==> src/rtl/b64d_pkg.sv <==
package b64d_pkg;

  // Character codes that need special handling
  localparam logic [7:0] CHAR_PLUS  = 8'h2B;
  localparam logic [7:0] CHAR_SLASH = 8'h2F;
  localparam logic [7:0] CHAR_DASH  = 8'h2D;
  localparam logic [7:0] CHAR_UNDER = 8'h5F;

  // Alphabet offsets
  localparam logic [7:0] LOWER_BASE = 8'd26;
  localparam logic [7:0] DIGIT_BASE = 8'd52;

  // Sextet lookup result: bit 6 flags a character outside the alphabet
  typedef struct packed {
    logic       invalid;
    logic [5:0] value;
  } sextet_t;

  // One group of up to three result items, handed from decode to output stage
  typedef struct packed {
    logic [1:0]      count;      // number of items in the group (1..3)
    logic [2:0][7:0] bytes;      // item 0 in bytes[0]
    logic            byte_valid; // 0 only for an empty end-of-message item
    logic            done;       // final item of the group ends the message
  } group_t;

  // Map one character to its 6-bit value, after the optional URL remap
  function automatic sextet_t sextet_of(input logic [7:0] c_in, input logic url);
    logic [7:0] c;
    logic [7:0] v;
    sextet_t    r;
    c = c_in;
    if (url && (c_in == CHAR_DASH))  c = CHAR_PLUS;
    if (url && (c_in == CHAR_UNDER)) c = CHAR_SLASH;
    r.invalid = 1'b0;
    v         = 8'd0;
    case (c) inside
      [8'h41:8'h5A]: v = c - 8'h41;
      [8'h61:8'h7A]: v = c - 8'h61 + LOWER_BASE;
      [8'h30:8'h39]: v = c - 8'h30 + DIGIT_BASE;
      CHAR_PLUS:     v = 8'd62;
      CHAR_SLASH:    v = 8'd63;
      default:       r.invalid = 1'b1;
    endcase
    r.value = v[5:0];
    return r;
  endfunction

endpackage

==> src/rtl/b64d_core.sv <==
module b64d_core import b64d_pkg::*; (
  input  logic       clk_i,
  input  logic       rst_ni,
  input  logic       url_i,
  input  logic       in_valid_i,
  output logic       in_ready_o,
  input  logic [7:0] in_char_i,
  input  logic       in_last_i,
  output logic       grp_valid_o,
  input  logic       grp_ready_i,
  output group_t     grp_o
);

  logic        in_vld_q;
  logic [7:0]  char_q;
  logic        last_q;
  logic [17:0] buf_q, buf_d;
  logic [1:0]  cnt_q, cnt_d;
  logic        stop_q, stop_d;
  logic        adv;

  sextet_t     sx;
  logic [17:0] buf_n;
  logic [1:0]  cnt_n;
  logic        stop_n;
  logic        flush_en;
  logic [17:0] fl_buf;
  logic [1:0]  fl_cnt;
  logic [17:0] al;
  logic [7:0]  fb0, fb1;
  group_t      g;

  // Step through the character against the buffered group
  always_comb begin
    sx     = sextet_of(char_q, url_i);
    buf_n  = buf_q;
    cnt_n  = cnt_q;
    stop_n = stop_q;
    g      = '0;
    if (!stop_q) begin
      if (sx.invalid) begin
        stop_n = 1'b1;
      end else if (cnt_q == 2'd3) begin
        // full quartet: three bytes out
        g.count    = 2'd3;
        g.bytes[0] = {buf_q[17:12], buf_q[11:10]};
        g.bytes[1] = {buf_q[9:6], buf_q[5:2]};
        g.bytes[2] = {buf_q[1:0], sx.value};
        buf_n      = '0;
        cnt_n      = 2'd0;
      end else begin
        buf_n = {buf_q[11:0], sx.value};
        cnt_n = cnt_q + 2'd1;
      end
    end

    // flush on a foreign character, or at message end while still decoding
    flush_en = (!stop_q && sx.invalid) || (last_q && !stop_n);
    fl_buf   = (!stop_q && sx.invalid) ? buf_q : buf_n;
    fl_cnt   = (!stop_q && sx.invalid) ? cnt_q : cnt_n;
    case (fl_cnt)
      2'd1:    al = {fl_buf[5:0], 12'd0};
      2'd2:    al = {fl_buf[11:0], 6'd0};
      2'd3:    al = fl_buf;
      default: al = '0;
    endcase
    fb0 = {al[17:12], al[11:10]};
    fb1 = {al[9:6], al[5:2]};
    if (flush_en && (fl_cnt >= 2'd2)) begin
      g.bytes[0] = fb0;
      g.bytes[1] = (fl_cnt == 2'd3) ? fb1 : 8'd0;
      g.count    = (fl_cnt == 2'd3) ? 2'd2 : 2'd1;
    end
    if (flush_en) begin
      buf_n = '0;
      cnt_n = 2'd0;
    end

    g.byte_valid = 1'b1;
    g.done       = last_q;
    // message end with nothing decoded still gives one marker item
    if (last_q && (g.count == 2'd0)) begin
      g.count      = 2'd1;
      g.byte_valid = 1'b0;
    end
  end

  assign adv         = in_vld_q && ((g.count == 2'd0) || grp_ready_i);
  assign in_ready_o  = !in_vld_q || adv;
  assign grp_valid_o = in_vld_q && (g.count != 2'd0);
  assign grp_o       = g;

  // Decoder state after the item is consumed
  always_comb begin
    buf_d  = buf_q;
    cnt_d  = cnt_q;
    stop_d = stop_q;
    if (adv) begin
      if (last_q) begin
        buf_d  = '0;
        cnt_d  = 2'd0;
        stop_d = 1'b0;
      end else begin
        buf_d  = buf_n;
        cnt_d  = cnt_n;
        stop_d = stop_n;
      end
    end
  end

  // Input register and decoder state
  always_ff @(posedge clk_i or negedge rst_ni) begin
    if (!rst_ni) begin
      in_vld_q <= 1'b0;
      buf_q    <= '0;
      cnt_q    <= 2'd0;
      stop_q   <= 1'b0;
    end else begin
      if (in_ready_o) in_vld_q <= in_valid_i;
      buf_q  <= buf_d;
      cnt_q  <= cnt_d;
      stop_q <= stop_d;
    end
  end

  always_ff @(posedge clk_i) begin
    if (in_valid_i && in_ready_o) begin
      char_q <= in_char_i;
      last_q <= in_last_i;
    end
  end

endmodule

==> src/rtl/b64d_emit.sv <==
module b64d_emit import b64d_pkg::*; (
  input  logic       clk_i,
  input  logic       rst_ni,
  input  logic       grp_valid_i,
  output logic       grp_ready_o,
  input  group_t     grp_i,
  output logic       out_valid_o,
  input  logic       out_ready_i,
  output logic [7:0] out_byte_o,
  output logic       out_byte_valid_o,
  output logic       out_run_last_o,
  output logic       out_done_o
);

  logic       vld_q;
  group_t     grp_q;
  logic [1:0] idx_q, idx_d;
  logic       is_last;
  logic       take;
  logic       load;

  // Serialise the held group, one item per cycle while the receiver is ready
  assign is_last     = (idx_q == (grp_q.count - 2'd1));
  assign take        = vld_q && out_ready_i;
  assign grp_ready_o = !vld_q || (take && is_last);
  assign load        = grp_valid_i && grp_ready_o;

  assign out_valid_o      = vld_q;
  assign out_byte_o       = grp_q.bytes[idx_q];
  assign out_byte_valid_o = grp_q.byte_valid;
  assign out_run_last_o   = is_last;
  assign out_done_o       = is_last && grp_q.done;

  always_comb begin
    idx_d = idx_q;
    if (load)      idx_d = 2'd0;
    else if (take) idx_d = idx_q + 2'd1;
  end

  always_ff @(posedge clk_i or negedge rst_ni) begin
    if (!rst_ni) begin
      vld_q <= 1'b0;
      idx_q <= 2'd0;
    end else begin
      if (grp_ready_o) vld_q <= grp_valid_i;
      idx_q <= idx_d;
    end
  end

  always_ff @(posedge clk_i) begin
    if (load) grp_q <= grp_i;
  end

endmodule

==> src/rtl/base64_stream_decoder_top.sv <==
// Streaming base64 decoder (standard or URL alphabet).
// Slave side: one character per item on s_axis_tdata_i, s_axis_tlast_i marks the
// message's final character. Master side: one decoded byte per item; tuser
// carries a byte-valid flag and a flag for the last item caused by one
// character; tlast marks the final item of the message. A message end with no
// decoded byte still gives one item with the byte-valid flag low.
// cfg_wr_en_i / cfg_wr_data_i set the URL alphabet (1) or standard (0);
// write it only while the block is idle.
// A character is held in the input register, its group in the result register.
// Throughput: one character per cycle in steady decoding with a ready receiver;
// a full quartet gives three items over its four characters. A group of two or
// three items holds the output until its last item is taken, and a character
// with a result waits meanwhile.
// Reset clears the decoder state and selects the standard alphabet.
// When the receiver stalls the result register holds; characters without a
// result still pass, and the first one with a result waits in the input
// register, with s_axis_tready_o low meanwhile; nothing is lost.
module base64_stream_decoder_top import b64d_pkg::*; (
  input  logic       clk_i,
  input  logic       rst_ni,
  input  logic       cfg_wr_en_i,
  input  logic       cfg_wr_data_i,
  input  logic       s_axis_tvalid_i,
  output logic       s_axis_tready_o,
  input  logic [7:0] s_axis_tdata_i,  // [7:0] text_char
  input  logic       s_axis_tlast_i,  // message_last
  output logic       m_axis_tvalid_o,
  input  logic       m_axis_tready_i,
  output logic [7:0] m_axis_tdata_o,  // [7:0] data_byte
  output logic [1:0] m_axis_tuser_o,  // [0] byte_valid, [1] run_last
  output logic       m_axis_tlast_o   // message_done
);

  logic   url_q;
  logic   grp_valid;
  logic   grp_ready;
  group_t grp;

  // Alphabet select register
  always_ff @(posedge clk_i or negedge rst_ni) begin
    if (!rst_ni) begin
      url_q <= 1'b0;
    end else if (cfg_wr_en_i) begin
      url_q <= cfg_wr_data_i;
    end
  end

  b64d_core u_core (
    .clk_i       (clk_i),
    .rst_ni      (rst_ni),
    .url_i       (url_q),
    .in_valid_i  (s_axis_tvalid_i),
    .in_ready_o  (s_axis_tready_o),
    .in_char_i   (s_axis_tdata_i),
    .in_last_i   (s_axis_tlast_i),
    .grp_valid_o (grp_valid),
    .grp_ready_i (grp_ready),
    .grp_o       (grp)
  );

  b64d_emit u_emit (
    .clk_i            (clk_i),
    .rst_ni           (rst_ni),
    .grp_valid_i      (grp_valid),
    .grp_ready_o      (grp_ready),
    .grp_i            (grp),
    .out_valid_o      (m_axis_tvalid_o),
    .out_ready_i      (m_axis_tready_i),
    .out_byte_o       (m_axis_tdata_o),
    .out_byte_valid_o (m_axis_tuser_o[0]),
    .out_run_last_o   (m_axis_tuser_o[1]),
    .out_done_o       (m_axis_tlast_o)
  );

endmodule

==> config.mk <==
export PLATFORM = sky130hd
export DESIGN_NAME = base64_stream_decoder_top
export DESIGN_NICKNAME = d
export VERILOG_FILES = /design/src/rtl/b64d_pkg.sv /design/src/rtl/b64d_core.sv /design/src/rtl/b64d_emit.sv /design/src/rtl/base64_stream_decoder_top.sv
export SDC_FILE = /design/constraint.sdc
export NUM_CORES = 1
export LEC_CHECK = 0
export BUFFER_PORTS_ARGS = -buffer_cell sky130_fd_sc_hd__buf_4
export CAP_MARGIN = 0
export CORE_ASPECT_RATIO = 0.75
export CORE_MARGIN = 5
export CORE_UTILIZATION = 30
export DETAILED_ROUTE_END_ITERATION = 12
export PLACE_DENSITY_LB_ADDON = 0.1
export SYNTH_ARGS = -nofsm -noshare
export SYNTH_HDL_FRONTEND = slang
export SYNTH_SLANG_ARGS = --single-unit
==> constraint.sdc <==
create_clock -name clk_i -period 4.3 [get_ports clk_i]
set_input_delay 1.29 -clock clk_i [delete_from_list [all_inputs] [get_ports clk_i]]
set_output_delay 1.29 -clock clk_i [all_outputs]
set_load 0.03 [all_outputs]
==> impl_metrics.py <==
metrics = {
    "worst_setup_path": {
        "worst_r2r_startpoint": "u_core.char_q[7]",
        "crit_type": "reg -> out",
        "worst-endpoint-required_ns": 3.01,
        "critical_path.reg2reg.endpoint": "u_emit.grp_q[12]",
        "path_max_fanout": 5,
        "cpMaxStageDelayCell": "sky130_fd_sc_hd__edfxtp_1",
        "critPathLaunchType": "flop",
        "timing.critical_path.slowest_cell_delay_ns": 0.37,
        "worstRegToRegCells": 13,
        "crit_path_end": "s_axis_tready_o",
        "regToRegSetupSlack_ns": 0.90,
        "critPathCaptureType": "primary output",
        "path_cells": "or2_2 > nor3_4 > a31oi_4 > ha_2 > nor3b_4 > a211oi_2 > and3_4 > o21ai_0 > nand3_1 > nand3_2 > buf_6",
        "worst_path_arrival_time_ns": 2.84,
        "setup.worst_path.start": "u_core.char_q[7]",
    },
    "power_and_ir_drop": {
        "pwr_density_cell_nw_per_um2": 545,
        "finalPower_mw": 2.40,
        "peakVddDrop_uv": 214,
        "leakagePower_nw": 1.69,
    },
    "run_status": {
        "result_of_the_run": "completed",
    },
    "logic_synthesis": {
        "mappedNetlistNets": 354,
        "syn_inst": 334,
        "synth_enable_flop_cells": 37,
        "synthFlopType": "sky130_fd_sc_hd__edfxtp_1",
        "netlist-cell-type-count": 67,
        "most_numerous_cell_in_the_yosys_netlist": "sky130_fd_sc_hd__edfxtp_1",
        "netlist_area_um2": 3580,
        "synth_top_area_share_pct": 31.0,
        "synth_seq_area_share_pct": 49.2,
        "synth_area_per_cell_um2": 10.7,
        "synth_area_leader_cell": "sky130_fd_sc_hd__edfxtp_1",
        "yosys_warn_count": 0,
        "netlist_top_cells_area": "sky130_fd_sc_hd__edfxtp_1, sky130_fd_sc_hd__dfrtp_1, sky130_fd_sc_hd__a22o_1",
        "synth_seq_cells": 63,
        "synth.cells.most_frequent": "sky130_fd_sc_hd__edfxtp_1, sky130_fd_sc_hd__nand2_1, sky130_fd_sc_hd__dfrtp_1, sky130_fd_sc_hd__o21ai_0, sky130_fd_sc_hd__a22o_1",
        "synthArstFlopShare_pct": 41.3,
    },
    "layout": {
        "filler_cell_count": 1177,
        "final-instance-count-excl-fill": 540,
        "post_route_cells_drive_above_1_share_pct": 24.3,
        "layout.nets": 393,
        "diodes": 0,
        "area_delta_synth_final_pct": 23.0,
    },
    "timing": {
        "hold_violations": 0,
        "count_of_final_setup_violators": 0,
        "post_layout_worst_setup_margin_ns": 0.171,
        "relative_max_transition_margin_pct": 57.0,
        "unrepaired_setup_endpoints_after_global_routing": "no",
        "post-route-period-util_pct": 96.0,
        "fin_hold_ws_ns": 0.519,
        "fin_setup_tns_ns": 0,
        "timing.final.crit_period_ns": 4.13,
        "slew_at_the_pin_closest_to_its_max_slew_limit_ns": 0.646,
        "fmax_mhz": 242,
        "maxSlewViolCount": 0,
        "final.setup_skew_ns": 0.00604,
    },
    "placed_design": {
        "detailedPlacementHpwl_um": 7150,
        "finalWeightedCongestion": 0.824,
        "place_worst_setup_slack_ns": 0.137,
        "buffer_ports.inserted": 27,
        "dp_cells": 520,
    },
    "drt": {
        "routed_vias": 2827,
        "drt_wl_total_um": 9850,
        "drtPass1Iterations": 5,
        "post_drt_via_cell_ratio": 5.24,
        "drt_drc_violations_left": 0,
        "avgRoutedWirePerCell_um": 18.2,
        "detailedRoute.firstIterationViolations": 241,
        "final_antenna_net_count": 0,
    },
    "floorplanning": {
        "core_area_um2": 11700,
        "pin_count": 28,
        "die_area_um2": 14200,
        "die_width_um": 136,
        "floorplan.initialDensity_pct": 30.7,
        "die_h_um": 105,
        "core.rowCount": 34,
    },
    "cts": {
        "cts-hold-fix-buffers": 0,
        "clk_pin_slew_worst_paths_ns": 0.06,
        "clock_tree_from_tritoncts": "yes",
        "num_cts_buffers": 9,
        "worst_skew_pair.late_latency_ns": 0.33,
        "cts-root-buf": "sky130_fd_sc_hd__clkbuf_16",
        "cts_sinks": 63,
        "cts_htree_levels": 3,
        "clockBufferDepth": 2,
    },
    "global_routing": {
        "grt_usage_pct": 14.4,
        "grt.overflow.total": 0,
        "via_count_of_the_first_global_routing_pass": 2743,
        "grt_pass1_wl_um": 15900,
        "grt_max_degree": 29,
        "antenna_found_initial": 0,
    },
    "min_path": {
        "hold_start": "u_core.buf_q[12]",
        "worst_hold_class": "reg -> reg",
    },
    "run": {
        "drv.max_cap_violation_count": 0,
    },
}
==> cell usage in the layout (no fill, tap or decap), types with 2 or more instances in the layout <==
cell type	instances
sky130_fd_sc_hd__buf_4	46
sky130_fd_sc_hd__edfxtp_1	37
sky130_fd_sc_hd__nand2_1	31
sky130_fd_sc_hd__dfrtp_1	26
sky130_fd_sc_hd__o21ai_0	25
sky130_fd_sc_hd__a22o_1	24
sky130_fd_sc_hd__nor2_1	19
sky130_fd_sc_hd__nand3_1	11
sky130_fd_sc_hd__and2_1	11
sky130_fd_sc_hd__mux2i_1	10
sky130_fd_sc_hd__nor2b_1	9
sky130_fd_sc_hd__clkbuf_16	9
sky130_fd_sc_hd__a21oi_1	8
sky130_fd_sc_hd__nand2b_1	7
sky130_fd_sc_hd__inv_1	6
sky130_fd_sc_hd__o21a_1	6
sky130_fd_sc_hd__a221o_1	6
sky130_fd_sc_hd__a32o_1	4
sky130_fd_sc_hd__a31oi_4	3
sky130_fd_sc_hd__nor4_1	3
sky130_fd_sc_hd__xor2_1	3
sky130_fd_sc_hd__a211oi_1	3
sky130_fd_sc_hd__ha_1	3
sky130_fd_sc_hd__or2_2	2
sky130_fd_sc_hd__nor3_4	2
sky130_fd_sc_hd__a211o_1	2
sky130_fd_sc_hd__and3_4	2
sky130_fd_sc_hd__or4_4	2
sky130_fd_sc_hd__nand4_1	2
sky130_fd_sc_hd__o21ai_1	2
sky130_fd_sc_hd__a311oi_1	2
sky130_fd_sc_hd__a22oi_1	2
sky130_fd_sc_hd__nor3_1	2
sky130_fd_sc_hd__mux2_2	2
sky130_fd_sc_hd__and3_1	2
sky130_fd_sc_hd__ha_2	2
sky130_fd_sc_hd__clkinv_4	2
==> critical path: cells and delay by family, from the launching register on <==
kind | cells | cell delay [ns]
flops | 1 | 0.37
compound gates | 3 | 0.48
buf+inv | 1 | 0.18
fa+ha+maj | 1 | 0.22
simple gates | 6 | 1.25
==> worst min-delay path by stage <==
stage | endpoint | slack, ns | depth (start not counted)
3_5_place_dp | u_core.buf_q[14] | 0.50 | 1
2_1_floorplan | u_core.buf_q[12] | 0.47 | 1
5_1_grt | u_core.buf_q[14] | 0.55 | 1
4_1_cts | u_core.buf_q[14] | 0.52 | 1
3_3_place_gp | u_core.buf_q[16] | 0.50 | 1
6_report | u_core.buf_q[12] | 0.52 | 1
==> stage by stage <==
step	util, %	area, um^2
after CTS	37.4	4350
final	37.8	4410
after global routing	37.8	4410
after floorplan	-	3580
after global placement	34.4	4010
after detailed placement	34.4	4010
==> cell families (layout without fill, tap and decap cells) <==
group	after synthesis	after routing	share of synthesized area, %
and+or+nand+nor	119	119	18.2
buffers and inverters	25	69	3.42
adders and majority gates	5	5	1.75
xor gates and xnor gates	4	4	0.978
DFF	63	63	49.2
muxes	12	12	3.42
AOI/OAI and AO/OA	106	106	23.1
==> per-layer routing <==
layer  vias to the layer above  track usage, %  routed length, um
met5                         -               0                  0
met4                         0            3.67                 51
met3                         4            3.36                576
met2                       101            19.1               4050
met1                      1378            23.1               5180
li1                       1344               -                  -
==> registers in the layout, summed over array words and instances (netlist names), 2 cells and up <==
register       flops
u_core.cnt_q       2
u_emit.grp_q      27
u_core.buf_q      18
u_core.char_q      8
u_emit.idx_q       2
==> final cells by class <==
type	count	area [um^2]	area share, %
multi-input cells	246	1760	40.0
clock inverters	7	72.6	1.65
repair buffers	47	357	8.09
flip-flops and latches	63	1760	40.0
well taps	162	203	4.60
inverters	6	22.5	0.511
clock buffers	9	225	5.11
==> report_power, final <==
group          leakage (nW)  switching (mW)  internal (mW)
Clock                 0.143           0.276          0.449
Combinational         0.853           0.503          0.295
Sequential            0.697           0.132          0.744
Total                  1.69           0.911           1.49
==> repair_timing <==
item | in CTS | in global routing
endpoints found under the hold margin | 0 | 0
gates cloned | 0 | 0
buffers inserted | 2 | 2
endpoints found under the setup margin | 1 | 1
pin swaps | 2 | 2
gates resized for setup | 7 | 8
(Power assumes the default switching activity.)
